## src/rtl/btgr_pkg.sv

```systemverilog
`timescale 1ns / 1ps
// ----------------------------------------------------------------------------
// btgr_pkg
// shared types, codes and constants of the bitmap text glyph renderer
// ----------------------------------------------------------------------------
package btgr_pkg;

    localparam int GLYPH_COUNT_DEF = 28;
    localparam int GLYPH_ROWS      = 8;
    localparam int ROW_W           = $clog2(GLYPH_ROWS);
    localparam int GLYPH_W         = 5;
    localparam int MEM_AW          = 8;

    // request codes
    localparam logic REQ_LOAD = 1'b0;
    localparam logic REQ_DRAW = 1'b1;

    // result kinds
    localparam logic KIND_SPAN  = 1'b0;
    localparam logic KIND_UNDER = 1'b1;

    // effect codes
    localparam logic [2:0] EFF_PLAIN      = 3'd0;
    localparam logic [2:0] EFF_RAMP       = 3'd1;
    localparam logic [2:0] EFF_UNDER      = 3'd2;
    localparam logic [2:0] EFF_RAMP_UNDER = 3'd3;
    localparam logic [2:0] EFF_BOLD       = 3'd4;
    localparam logic [2:0] EFF_BOLD_UNDER = 3'd5;

    // character codes and glyph numbers
    localparam logic [7:0] CH_A      = 8'h41;
    localparam logic [7:0] CH_Z      = 8'h5A;
    localparam logic [7:0] CH_COMMA  = 8'h2C;
    localparam logic [7:0] CH_PERIOD = 8'h2E;
    localparam logic [GLYPH_W-1:0] GLYPH_COMMA  = 5'd26;
    localparam logic [GLYPH_W-1:0] GLYPH_PERIOD = 5'd27;

    // cursor
    localparam logic [10:0] ADV_NARROW = 11'd5;
    localparam logic [10:0] ADV_WIDE   = 11'd8;
    localparam logic [9:0]  CURSOR_MAX = 10'd1023;
    localparam logic [10:0] UNDER_DY   = 11'd8;

    typedef struct packed {
        logic       req_type;
        logic [7:0] font_index;
        logic [7:0] font_byte;
        logic [7:0] char_code;
        logic       first_of_string;
        logic [9:0] start_x;
        logic [9:0] start_y;
        logic [7:0] base_color;
        logic [2:0] effect;
    } t_in_item;

    typedef struct packed {
        logic               kind;
        logic signed [11:0] px;
        logic [10:0]        py;
        logic [7:0]         mask;
        logic [7:0]         pen_color;
        logic               ramp;
        logic               last;
    } t_out_item;

    typedef struct packed {
        logic              we;
        logic [MEM_AW-1:0] waddr;
        logic [7:0]        wdata;
        logic              re;
        logic [MEM_AW-1:0] raddr;
    } t_mem_req;

endpackage

```

## src/rtl/btgr_if.sv

```systemverilog
`timescale 1ns / 1ps
// ----------------------------------------------------------------------------
// btgr channel interfaces
// valid/ready channels for input items and result items
// ----------------------------------------------------------------------------
interface btgr_in_if;
    logic               valid;
    logic               ready;
    btgr_pkg::t_in_item data;

    modport source (output valid, output data, input ready);
    modport sink   (input valid, input data, output ready);
endinterface

interface btgr_out_if;
    logic                valid;
    logic                ready;
    btgr_pkg::t_out_item data;

    modport source (output valid, output data, input ready);
    modport sink   (input valid, input data, output ready);
endinterface

```

## src/rtl/btgr_glyph_mem.sv

```systemverilog
`timescale 1ns / 1ps
// ----------------------------------------------------------------------------
// btgr_glyph_mem
// glyph store, one write and one registered read port
// ----------------------------------------------------------------------------
module btgr_glyph_mem #(
    parameter int GLYPH_COUNT = btgr_pkg::GLYPH_COUNT_DEF
) (
    input  logic               i_clk,
    input  btgr_pkg::t_mem_req i_req,
    output logic [7:0]         o_rdata
);
    localparam int DEPTH = GLYPH_COUNT * btgr_pkg::GLYPH_ROWS;
    localparam int AW    = $clog2(DEPTH);

    logic [7:0] r_mem [DEPTH];
    logic [7:0] r_rdata;

    always_ff @(posedge i_clk) begin
        if (i_req.we) begin
            r_mem[i_req.waddr[AW-1:0]] <= i_req.wdata;
        end
        if (i_req.re) begin
            r_rdata <= r_mem[i_req.raddr[AW-1:0]];
        end
    end

    assign o_rdata = r_rdata;
endmodule

```

## src/rtl/btgr_seq.sv

```systemverilog
`timescale 1ns / 1ps
// ----------------------------------------------------------------------------
// btgr_seq
// cursor, row sequencer and result register of the glyph renderer
// ----------------------------------------------------------------------------
module btgr_seq #(
    parameter int GLYPH_COUNT = btgr_pkg::GLYPH_COUNT_DEF
) (
    input  logic               i_clk,
    input  logic               i_rst_n,
    btgr_in_if.sink            i_in,
    btgr_out_if.source         o_out,
    output btgr_pkg::t_mem_req o_mem_req,
    input  logic [7:0]         i_mem_rdata
);
    localparam int DEPTH = GLYPH_COUNT * btgr_pkg::GLYPH_ROWS;
    localparam int RW    = btgr_pkg::ROW_W;
    localparam int GW    = btgr_pkg::GLYPH_W;
    localparam logic [RW-1:0] ROW_LAST = RW'(btgr_pkg::GLYPH_ROWS - 1);

    localparam logic [1:0] ST_IDLE  = 2'd0;
    localparam logic [1:0] ST_READ  = 2'd1;
    localparam logic [1:0] ST_UNDER = 2'd2;
    localparam logic [1:0] ST_SPAN  = 2'd3;

    function automatic logic [3:0] lit_count(input logic [7:0] b);
        logic [3:0] n;
        n = 4'd0;
        for (int k = 0; k < 8; k++) begin
            n = n + 4'(b[k]);
        end
        return n;
    endfunction

    logic [1:0]          r_state, n_state;
    logic [9:0]          r_cx, n_cx;
    logic [9:0]          r_cy, n_cy;
    logic [GW-1:0]       r_glyph, n_glyph;
    logic [RW-1:0]       r_row, n_row;
    logic                r_pass, n_pass;
    logic                r_ramp_on, n_ramp_on;
    logic                r_under_on, n_under_on;
    logic                r_bold_on, n_bold_on;
    logic [7:0]          r_base, n_base;
    logic [7:0]          r_col, n_col;
    logic                r_out_valid, n_out_valid;
    btgr_pkg::t_out_item r_out, n_out;

    logic          in_acc;
    logic          slot_free;
    logic [10:0]   adv_sum;
    logic          mapped;
    logic [GW-1:0] glyph;
    logic [11:0]   x_pass;
    logic [7:0]    ch;

    assign i_in.ready  = (r_state == ST_IDLE);
    assign in_acc      = i_in.valid && i_in.ready;
    assign slot_free   = !r_out_valid || o_out.ready;
    assign o_out.valid = r_out_valid;
    assign o_out.data  = r_out;
    assign ch          = i_in.data.char_code;
    assign x_pass      = 12'({2'b00, r_cx}) + 12'(r_pass);

    always_comb begin
        mapped = 1'b1;
        glyph  = GW'(ch - btgr_pkg::CH_A);
        if (ch == btgr_pkg::CH_COMMA) begin
            glyph = btgr_pkg::GLYPH_COMMA;
        end else if (ch == btgr_pkg::CH_PERIOD) begin
            glyph = btgr_pkg::GLYPH_PERIOD;
        end else if (ch < btgr_pkg::CH_A || ch > btgr_pkg::CH_Z) begin
            mapped = 1'b0;
        end
    end

    // saturating advance
    assign adv_sum = {1'b0, r_cx} +
        ((ch == btgr_pkg::CH_COMMA || ch == btgr_pkg::CH_PERIOD) ?
         btgr_pkg::ADV_NARROW : btgr_pkg::ADV_WIDE);

    always_comb begin
        o_mem_req.we    = in_acc && (i_in.data.req_type == btgr_pkg::REQ_LOAD) &&
                          ({1'b0, i_in.data.font_index} < 9'(DEPTH));
        o_mem_req.waddr = i_in.data.font_index;
        o_mem_req.wdata = i_in.data.font_byte;
        o_mem_req.re    = (r_state == ST_READ);
        o_mem_req.raddr = btgr_pkg::MEM_AW'({r_glyph, r_row});
    end

    always_comb begin
        n_state     = r_state;
        n_cx        = r_cx;
        n_cy        = r_cy;
        n_glyph     = r_glyph;
        n_row       = r_row;
        n_pass      = r_pass;
        n_ramp_on   = r_ramp_on;
        n_under_on  = r_under_on;
        n_bold_on   = r_bold_on;
        n_base      = r_base;
        n_col       = r_col;
        n_out       = r_out;
        n_out_valid = r_out_valid && !o_out.ready;

        case (r_state)
            ST_IDLE: begin
                if (in_acc && i_in.data.req_type == btgr_pkg::REQ_DRAW) begin
                    if (i_in.data.first_of_string) begin
                        n_cx = i_in.data.start_x;
                        n_cy = i_in.data.start_y;
                    end else if (adv_sum > {1'b0, btgr_pkg::CURSOR_MAX}) begin
                        n_cx = btgr_pkg::CURSOR_MAX;
                    end else begin
                        n_cx = adv_sum[9:0];
                    end
                    n_glyph    = glyph;
                    n_row      = '0;
                    n_pass     = 1'b0;
                    n_base     = i_in.data.base_color;
                    n_col      = i_in.data.base_color;
                    n_ramp_on  = i_in.data.effect inside
                                 {btgr_pkg::EFF_RAMP, btgr_pkg::EFF_RAMP_UNDER};
                    n_under_on = i_in.data.effect inside
                                 {btgr_pkg::EFF_UNDER, btgr_pkg::EFF_RAMP_UNDER,
                                  btgr_pkg::EFF_BOLD_UNDER};
                    n_bold_on  = i_in.data.effect inside
                                 {btgr_pkg::EFF_BOLD, btgr_pkg::EFF_BOLD_UNDER};
                    if (mapped) begin
                        n_state = ST_READ;
                    end
                end
            end
            ST_READ: begin
                n_state = r_under_on ? ST_UNDER : ST_SPAN;
            end
            ST_UNDER: begin
                if (slot_free) begin
                    n_out_valid     = 1'b1;
                    n_out.kind      = btgr_pkg::KIND_UNDER;
                    n_out.px        = $signed(x_pass + 12'(r_row) - 12'd1);
                    n_out.py        = 11'({1'b0, r_cy}) + btgr_pkg::UNDER_DY;
                    n_out.mask      = 8'd0;
                    n_out.pen_color = r_col;
                    n_out.ramp      = 1'b0;
                    n_out.last      = 1'b0;
                    n_state         = ST_SPAN;
                end
            end
            ST_SPAN: begin
                if (slot_free) begin
                    n_out_valid     = 1'b1;
                    n_out.kind      = btgr_pkg::KIND_SPAN;
                    n_out.px        = $signed(x_pass);
                    n_out.py        = 11'({1'b0, r_cy}) + 11'(r_row);
                    n_out.mask      = i_mem_rdata;
                    n_out.pen_color = r_col;
                    n_out.ramp      = r_ramp_on;
                    n_out.last      = (r_row == ROW_LAST) && (r_pass || !r_bold_on);
                    if (r_ramp_on) begin
                        n_col = r_col + 8'(lit_count(i_mem_rdata));
                    end
                    if (r_row == ROW_LAST) begin
                        n_row = '0;
                        if (r_bold_on && !r_pass) begin
                            n_pass  = 1'b1;
                            n_col   = r_base;
                            n_state = ST_READ;
                        end else begin
                            n_state = ST_IDLE;
                        end
                    end else begin
                        n_row   = r_row + RW'(1);
                        n_state = ST_READ;
                    end
                end
            end
            default: begin
                n_state = ST_IDLE;
            end
        endcase
    end

    always_ff @(posedge i_clk) begin
        if (!i_rst_n) begin
            r_state     <= ST_IDLE;
            r_cx        <= '0;
            r_cy        <= '0;
            r_out_valid <= 1'b0;
        end else begin
            r_state     <= n_state;
            r_cx        <= n_cx;
            r_cy        <= n_cy;
            r_out_valid <= n_out_valid;
        end
        r_glyph    <= n_glyph;
        r_row      <= n_row;
        r_pass     <= n_pass;
        r_ramp_on  <= n_ramp_on;
        r_under_on <= n_under_on;
        r_bold_on  <= n_bold_on;
        r_base     <= n_base;
        r_col      <= n_col;
        r_out      <= n_out;
    end
endmodule

```

## src/rtl/bitmap_text_glyph_renderer.sv

```systemverilog
`timescale 1ns / 1ps
// ----------------------------------------------------------------------------
// bitmap_text_glyph_renderer
// draws 8x8 bitmap glyphs from a loadable glyph store as row spans
// ----------------------------------------------------------------------------
// A load item (req_type 0) writes one byte of the glyph store; indexes past
// the store are dropped. A draw item (req_type 1) moves the text
// cursor and, for 'A'-'Z', comma and period, streams one span per glyph row,
// optionally preceded by an underline pixel, and a second pass one column to
// the right for bold. Each row is a glyph store read (ST_READ), then the
// underline pixel if any (ST_UNDER) and the span (ST_SPAN); a result waits
// in its state while the result register is full and the sink stalls. A
// space or any other unmapped character only moves the cursor and leaves
// the block idle. The single read port of the glyph store and the one-entry
// result register make the block walk its rows one result at a time. A new
// item is taken as soon as the last result of the previous one sits in the
// result register.
// The store has no reset: drawing a glyph whose rows were never loaded
// gives undefined masks.
// ----------------------------------------------------------------------------
module bitmap_text_glyph_renderer #(
    parameter int GLYPH_COUNT = btgr_pkg::GLYPH_COUNT_DEF
) (
    input  logic       i_clk,
    input  logic       i_rst_n,
    btgr_in_if.sink    i_in,
    btgr_out_if.source o_out
);
    btgr_pkg::t_mem_req mem_req;
    logic [7:0]         mem_rdata;

    // cursor, row walk and result register
    btgr_seq #(
        .GLYPH_COUNT (GLYPH_COUNT)
    ) u_seq (
        .i_clk       (i_clk),
        .i_rst_n     (i_rst_n),
        .i_in        (i_in),
        .o_out       (o_out),
        .o_mem_req   (mem_req),
        .i_mem_rdata (mem_rdata)
    );

    // glyph rows, read into a register ahead of each span
    btgr_glyph_mem #(
        .GLYPH_COUNT (GLYPH_COUNT)
    ) u_mem (
        .i_clk   (i_clk),
        .i_req   (mem_req),
        .o_rdata (mem_rdata)
    );

    // loads only happen between characters, never while a row read is issued
    a_no_rw_overlap: assert property (@(posedge i_clk) disable iff (!i_rst_n)
        !(mem_req.we && mem_req.re))
        else $error("glyph store written during a row read");

    // a load item never blocks the next item
    a_load_one_cycle: assert property (@(posedge i_clk) disable iff (!i_rst_n)
        (i_in.valid && i_in.ready && i_in.data.req_type == btgr_pkg::REQ_LOAD)
        |=> i_in.ready)
        else $error("load item held the block busy");

    // underline results carry no mask and no ramp
    a_under_clean: assert property (@(posedge i_clk) disable iff (!i_rst_n)
        (o_out.valid && o_out.data.kind == btgr_pkg::KIND_UNDER)
        |-> (o_out.data.mask == 8'd0 && !o_out.data.ramp && !o_out.data.last))
        else $error("malformed underline result");

    // the final result of a character frees the input side
    a_last_frees: assert property (@(posedge i_clk) disable iff (!i_rst_n)
        (o_out.valid && o_out.data.last && !$stable(o_out.data)) |-> i_in.ready)
        else $error("input not ready after final result");
endmodule

```

## src/flat_wrapper.sv

```systemverilog
// flat-port wrapper written by rule: the top's interface ports become plain ports
module bitmap_text_glyph_renderer_flat 
#(
    parameter int GLYPH_COUNT = btgr_pkg::GLYPH_COUNT_DEF
)
  (i_clk, i_rst_n, i_in_valid, i_in_data, i_in_ready, o_out_valid, o_out_data, o_out_ready);
  btgr_in_if i_in_i ();
  btgr_out_if o_out_i ();
  input  logic i_clk;
  input  logic i_rst_n;
  input wire logic [$bits(i_in_i.valid)-1:0] i_in_valid;
  input wire logic [$bits(i_in_i.data)-1:0] i_in_data;
  output wire logic [$bits(i_in_i.ready)-1:0] i_in_ready;
  output wire logic [$bits(o_out_i.valid)-1:0] o_out_valid;
  output wire logic [$bits(o_out_i.data)-1:0] o_out_data;
  input wire logic [$bits(o_out_i.ready)-1:0] o_out_ready;
  assign i_in_i.valid = i_in_valid;
  assign i_in_i.data = i_in_data;
  assign i_in_ready = i_in_i.ready;
  assign o_out_valid = o_out_i.valid;
  assign o_out_data = o_out_i.data;
  assign o_out_i.ready = o_out_ready;
  bitmap_text_glyph_renderer #(.GLYPH_COUNT(GLYPH_COUNT)) u_core (.i_clk(i_clk), .i_rst_n(i_rst_n), .i_in(i_in_i), .o_out(o_out_i));
endmodule
```

## config.mk

```make
export PLATFORM = sky130hd
export DESIGN_NAME = bitmap_text_glyph_renderer_flat
export DESIGN_NICKNAME = d
export VERILOG_FILES = /design/src/rtl/btgr_pkg.sv /design/src/rtl/btgr_if.sv /design/src/rtl/btgr_glyph_mem.sv /design/src/rtl/btgr_seq.sv /design/src/rtl/bitmap_text_glyph_renderer.sv /design/src/flat_wrapper.sv
export SDC_FILE = /design/constraint.sdc
export NUM_CORES = 2
export LEC_CHECK = 0
export ABC_CLOCK_PERIOD_IN_PS = 4470
export BUFFER_PORTS_ARGS = -buffer_cell sky130_fd_sc_hd__clkbuf_2
export CELL_PAD_IN_SITES_DETAIL_PLACEMENT = 1
export CELL_PAD_IN_SITES_GLOBAL_PLACEMENT = 2
export CORE_AREA = 5 5 293 510
export CTS_BUF_LIST = sky130_fd_sc_hd__clkbuf_4
export CTS_CLUSTER_SIZE = 14
export DETAILED_ROUTE_END_ITERATION = 12
export DIE_AREA = 0 0 298 515
export GPL_ROUTABILITY_DRIVEN = 0
export PLACE_DENSITY = 0.82
export SETUP_SLACK_MARGIN = 0.3
export SLEW_MARGIN = 10
export SYNTH_ARGS = -nofsm -noshare
export SYNTH_HDL_FRONTEND = slang
export SYNTH_SLANG_ARGS = --single-unit
```

## constraint.sdc

```tcl
create_clock -name i_clk -period 4.47 [get_ports i_clk]
set_input_delay 0.6705 -clock i_clk [delete_from_list [all_inputs] [get_ports i_clk]]
set_output_delay 0.6705 -clock i_clk [all_outputs]
set_load 0.02 [all_outputs]
```

==> results.toml <==
[clock_network]
cts-root-buf = "clkbuf_4"
clock_sinks = 1893
cts_max_level = 5
cts_tree = "yes"
cts_buffers = 404
clock_latency_ns = 1.15
clock_path_buffers = 4
cts.clk_slew.worst_paths_ns = 0.08

[timing]
relSlewSlack_pct = 21.4
finalHoldViolations = 0
period_share_pct = 90.5
fmax_mhz = 247
worstMarginPinSlew_ns = 1.18
final-setup-viol-count = 0
rsz0062_at_grt = "true"
drv_slew = 0
min_period_ns = 4.04
skew_ns = 0.0789
finalSetupTns_ns = 0

[detailed_routing]
drcViolationCount = 0
vias = 39600
dr.pass1.iters = 7
antenna_left = 0
viasPerCell = 6.10
first_iter_violations = 3298
drt_wl_total_um = 197000
wl_per_cell_um = 30.4

[critical_path]
cp_max_fo = 2
required_ns = 5.38
reg2reg_slack_ns = 0.43
r2r-end = "u_core.u_seq.r_col[6]"
worst_ep_arrival_time_ns = 4.95
start_kind = "flop"
crit_family = "adder cells"
worstRegToRegCells = 13
cp.buffers_inverters = 1
end_kind = "flop"
cp_cell_sequence = "fa_1 > inv_1 > fa_1 > fa_1 > fa_2 > fa_2 > nor2b_2 > o21ai_1 > a21oi_1 > and3_1 > xnor2_1 > o21ai_0 > mux2_2"
r2r-start = "u_core.u_mem.o_rdata[3]"
cp_common_cell = "fa_1"
critPathKind = "flop to flop"
slowest_stage = "fa_1"
slowest_delay_ns = 0.56

[floorplanning]
floorplan.initialDensity_pct = 51.6
num_rows = 185
core_mm2 = 0.145
die-area_mm2 = 0.153
die_y_um = 515
die_w_um = 298
pin_count = 105

[grt]
grt_max_degree = 134
grt_usage_pct = 25.6
grt_overflow = 0
antenna_found_initial = 10
grt_pass1_vias = 43300
grt_pass1_wl_um = 291000

[logic_synthesis]
async_flop_share_pct = 0
synth_seq_area_share_pct = 75.9
synth_top_area_share_pct = 75.3
synth.distinct_cells = 62
synthFlopType = "edfxtp_1"
ys_warn_count = 0
yosysTopAreaCell = "edfxtp_1"
synth-edff-count = 1870
ys_seq_elements = 1893
avgSynthCellArea_um2 = 19.7
synthCells = 3782
synth_top_cells_by_area = "edfxtp_1 (75%), mux4_2 (12%), nor2_1 (1.6%)"
netlist_area_mm2 = 0.0746
synth_nets = 3888

[cells_and_area]
final_common_cell = "edfxtp_1"
nNetsFinal = 4411
final_cell_mix = "edfxtp_1 (1870), clkbuf_4 (555), mux4_2 (392)"
n_fill_cell = 12700
drive_gt1_share_pct = 29.8
area_growth_pct = 12.1
instances_no_fill = 6493

[min_path]
hold_path_class = "input pin to flop"
hold_path_end = "u_core.u_seq.r_cx[8]"
hold-path-cell-count = 5
min_from = "i_in_data[31]"

[pwr]
leakagePower_nw = 26.9
ir_drop_mv = 0.205
p_per_area_mw_per_mm2 = 440

[placed_design]
dp_hpwl_um = 128000
dp_cells = 5719
io_buffer_count = 104

[run_status]
outcome = "finished clean"

[job]
max-cap-violations = 0
-- metal layers --
| layer | vias up | track usage (%) | share of wire, % |
|---|---|---|---|
| li1 | 16800 | - | - |
| met1 | 20700 | 28.5 | 34 |
| met2 | 1694 | 47.4 | 55 |
| met3 | 431 | 4.58 | 5.9 |
| met4 | 6 | 12.6 | 5.3 |
| met5 | - | 0 | 0.020 |
-- stage by stage --
step	power (mW)	worst slack [ns]	util, %	hold slack, ns	instance area (µm²)
6_report	36.8	0.427	57.8	0.139	83600
5_1_grt	38.4	0.278	57.8	0.0924	83600
4_1_cts	37.1	0.336	57.8	0.00163	83600
3_5_place_dp	24.5	0.180	54.0	0.476	78100
3_3_place_gp	24.3	0.147	54.0	0.469	78100
2_1_floorplan	22.7	0.473	-	0.449	74600
-- how the worst max path moves through the flow --
stage	start	end	slack, ns	cells after the start
after floorplan	u_core.u_mem.o_rdata[0]	u_core.u_seq.r_col[6]	0.47	13
after global placement	u_core.u_mem.o_rdata[0]	u_core.u_seq.r_col[6]	0.15	13
after detailed placement	u_core.u_mem.o_rdata[0]	u_core.u_seq.r_col[6]	0.18	13
after CTS	u_core.u_mem.o_rdata[1]	u_core.u_seq.r_col[6]	0.34	13
after global routing	u_core.u_mem.o_rdata[3]	u_core.u_seq.r_col[6]	0.28	13
final	u_core.u_mem.o_rdata[3]	u_core.u_seq.r_col[6]	0.43	13
-- synth_stat cells, drive strengths merged (8+ instances only) --
master	n
a31oi	32
nor2b	24
nor4	8
clkbuf	109
nand4	26
a311oi	8
buf	106
dfxtp	23
o31a	15
nand3	36
ha	38
a221oi	9
o21ai	33
a32oi	23
nor3	42
mux2	78
o22ai	43
nor2	313
o221ai	33
nand2	128
xor2	10
a22oi	64
mux4	392
a211oi	13
mux2i	91
xnor2	22
inv	52
a21oi	67
edfxtp	1870
-- what timing repair did --
action                     4_1_cts  5_1_grt
setup endpoints to repair        1        1
pin swaps                        1        6
hold buffers                    49        0
gates resized for setup          1        3
setup buffers                    1        0
hold endpoints to repair        46        0
-- registers in the layout, summed over array words and instances, names as in the netlist --
| register | count |
|---|---|
| u_core.u_seq.r_cx | 10 |
| u_core.u_seq.r_bold_on | 1 |
| u_core.u_seq.o_out.data | 42 |
| u_core.u_seq.r_glyph | 5 |
| u_core.u_seq.r_under_on | 1 |
| u_core.u_mem.o_rdata | 8 |
| u_core.u_seq.r_row | 3 |
| u_core.u_seq.r_base | 8 |
| u_core.u_seq.r_state | 2 |
| u_core.u_seq.r_pass | 1 |
| u_core.u_seq.o_out.valid | 1 |
| u_core.u_seq.r_ramp_on | 1 |
| u_core.u_seq.r_col | 8 |
| u_core.u_seq.r_cy | 10 |
| u_core.u_mem.r_mem | 1792 |
-- kinds of logic (layout without fill, tap and decap cells) --
| group | after synthesis | after routing | share of synthesized area (%) |
|---|---|---|---|
| AO/OA/AOI/OAI | 370 | 370 | 3.45 |
| XOR/XNOR | 32 | 32 | 0.376 |
| adder cells (fa/ha/maj) | 45 | 45 | 0.825 |
| buffers and inverters | 267 | 1099 | 1.66 |
| flip-flops | 1893 | 1893 | 75.9 |
| multiplexers | 561 | 561 | 14.2 |
| other | 0 | 9 | 0 |
| AND/OR/NAND/NOR | 614 | 614 | 3.57 |
-- where the power goes --
part           switching (mW)  internal [mW]  leakage, nW  total (mW)
combinational            2.61           1.66         6.93        4.28
sequential              0.120           19.7         17.0        19.8
clock                    6.58           6.12         2.97        12.7
total                    9.32           27.5         26.9        36.8
-- layout make-up --
cell class | count | area (µm²) | share of cell area, %
Sequential cell | 1893 | 56600 | 67.7
Multi-Input combinational cell | 1622 | 16800 | 20.1
Clock buffer | 555 | 4170 | 4.98
Timing Repair Buffer | 332 | 2680 | 3.20
Tap cell | 1870 | 2340 | 2.80
Clock inverter | 160 | 812 | 0.971
Inverter | 52 | 195 | 0.233
Antenna cell | 9 | 22.5 | 0.0269
-- worst register-to-register path: stages, from the launching register on --
cell      delay, ns
edfxtp_1       0.43
fa_1           0.56
inv_1          0.05
fa_1           0.46
fa_1           0.51
fa_2           0.40
fa_2           0.36
nor2b_2        0.15
o21ai_1        0.08
a21oi_1        0.17
and3_1         0.19
xnor2_1        0.11
o21ai_0        0.08
mux2_2         0.27
No activity file was read; power rests on OpenSTA's default activity.
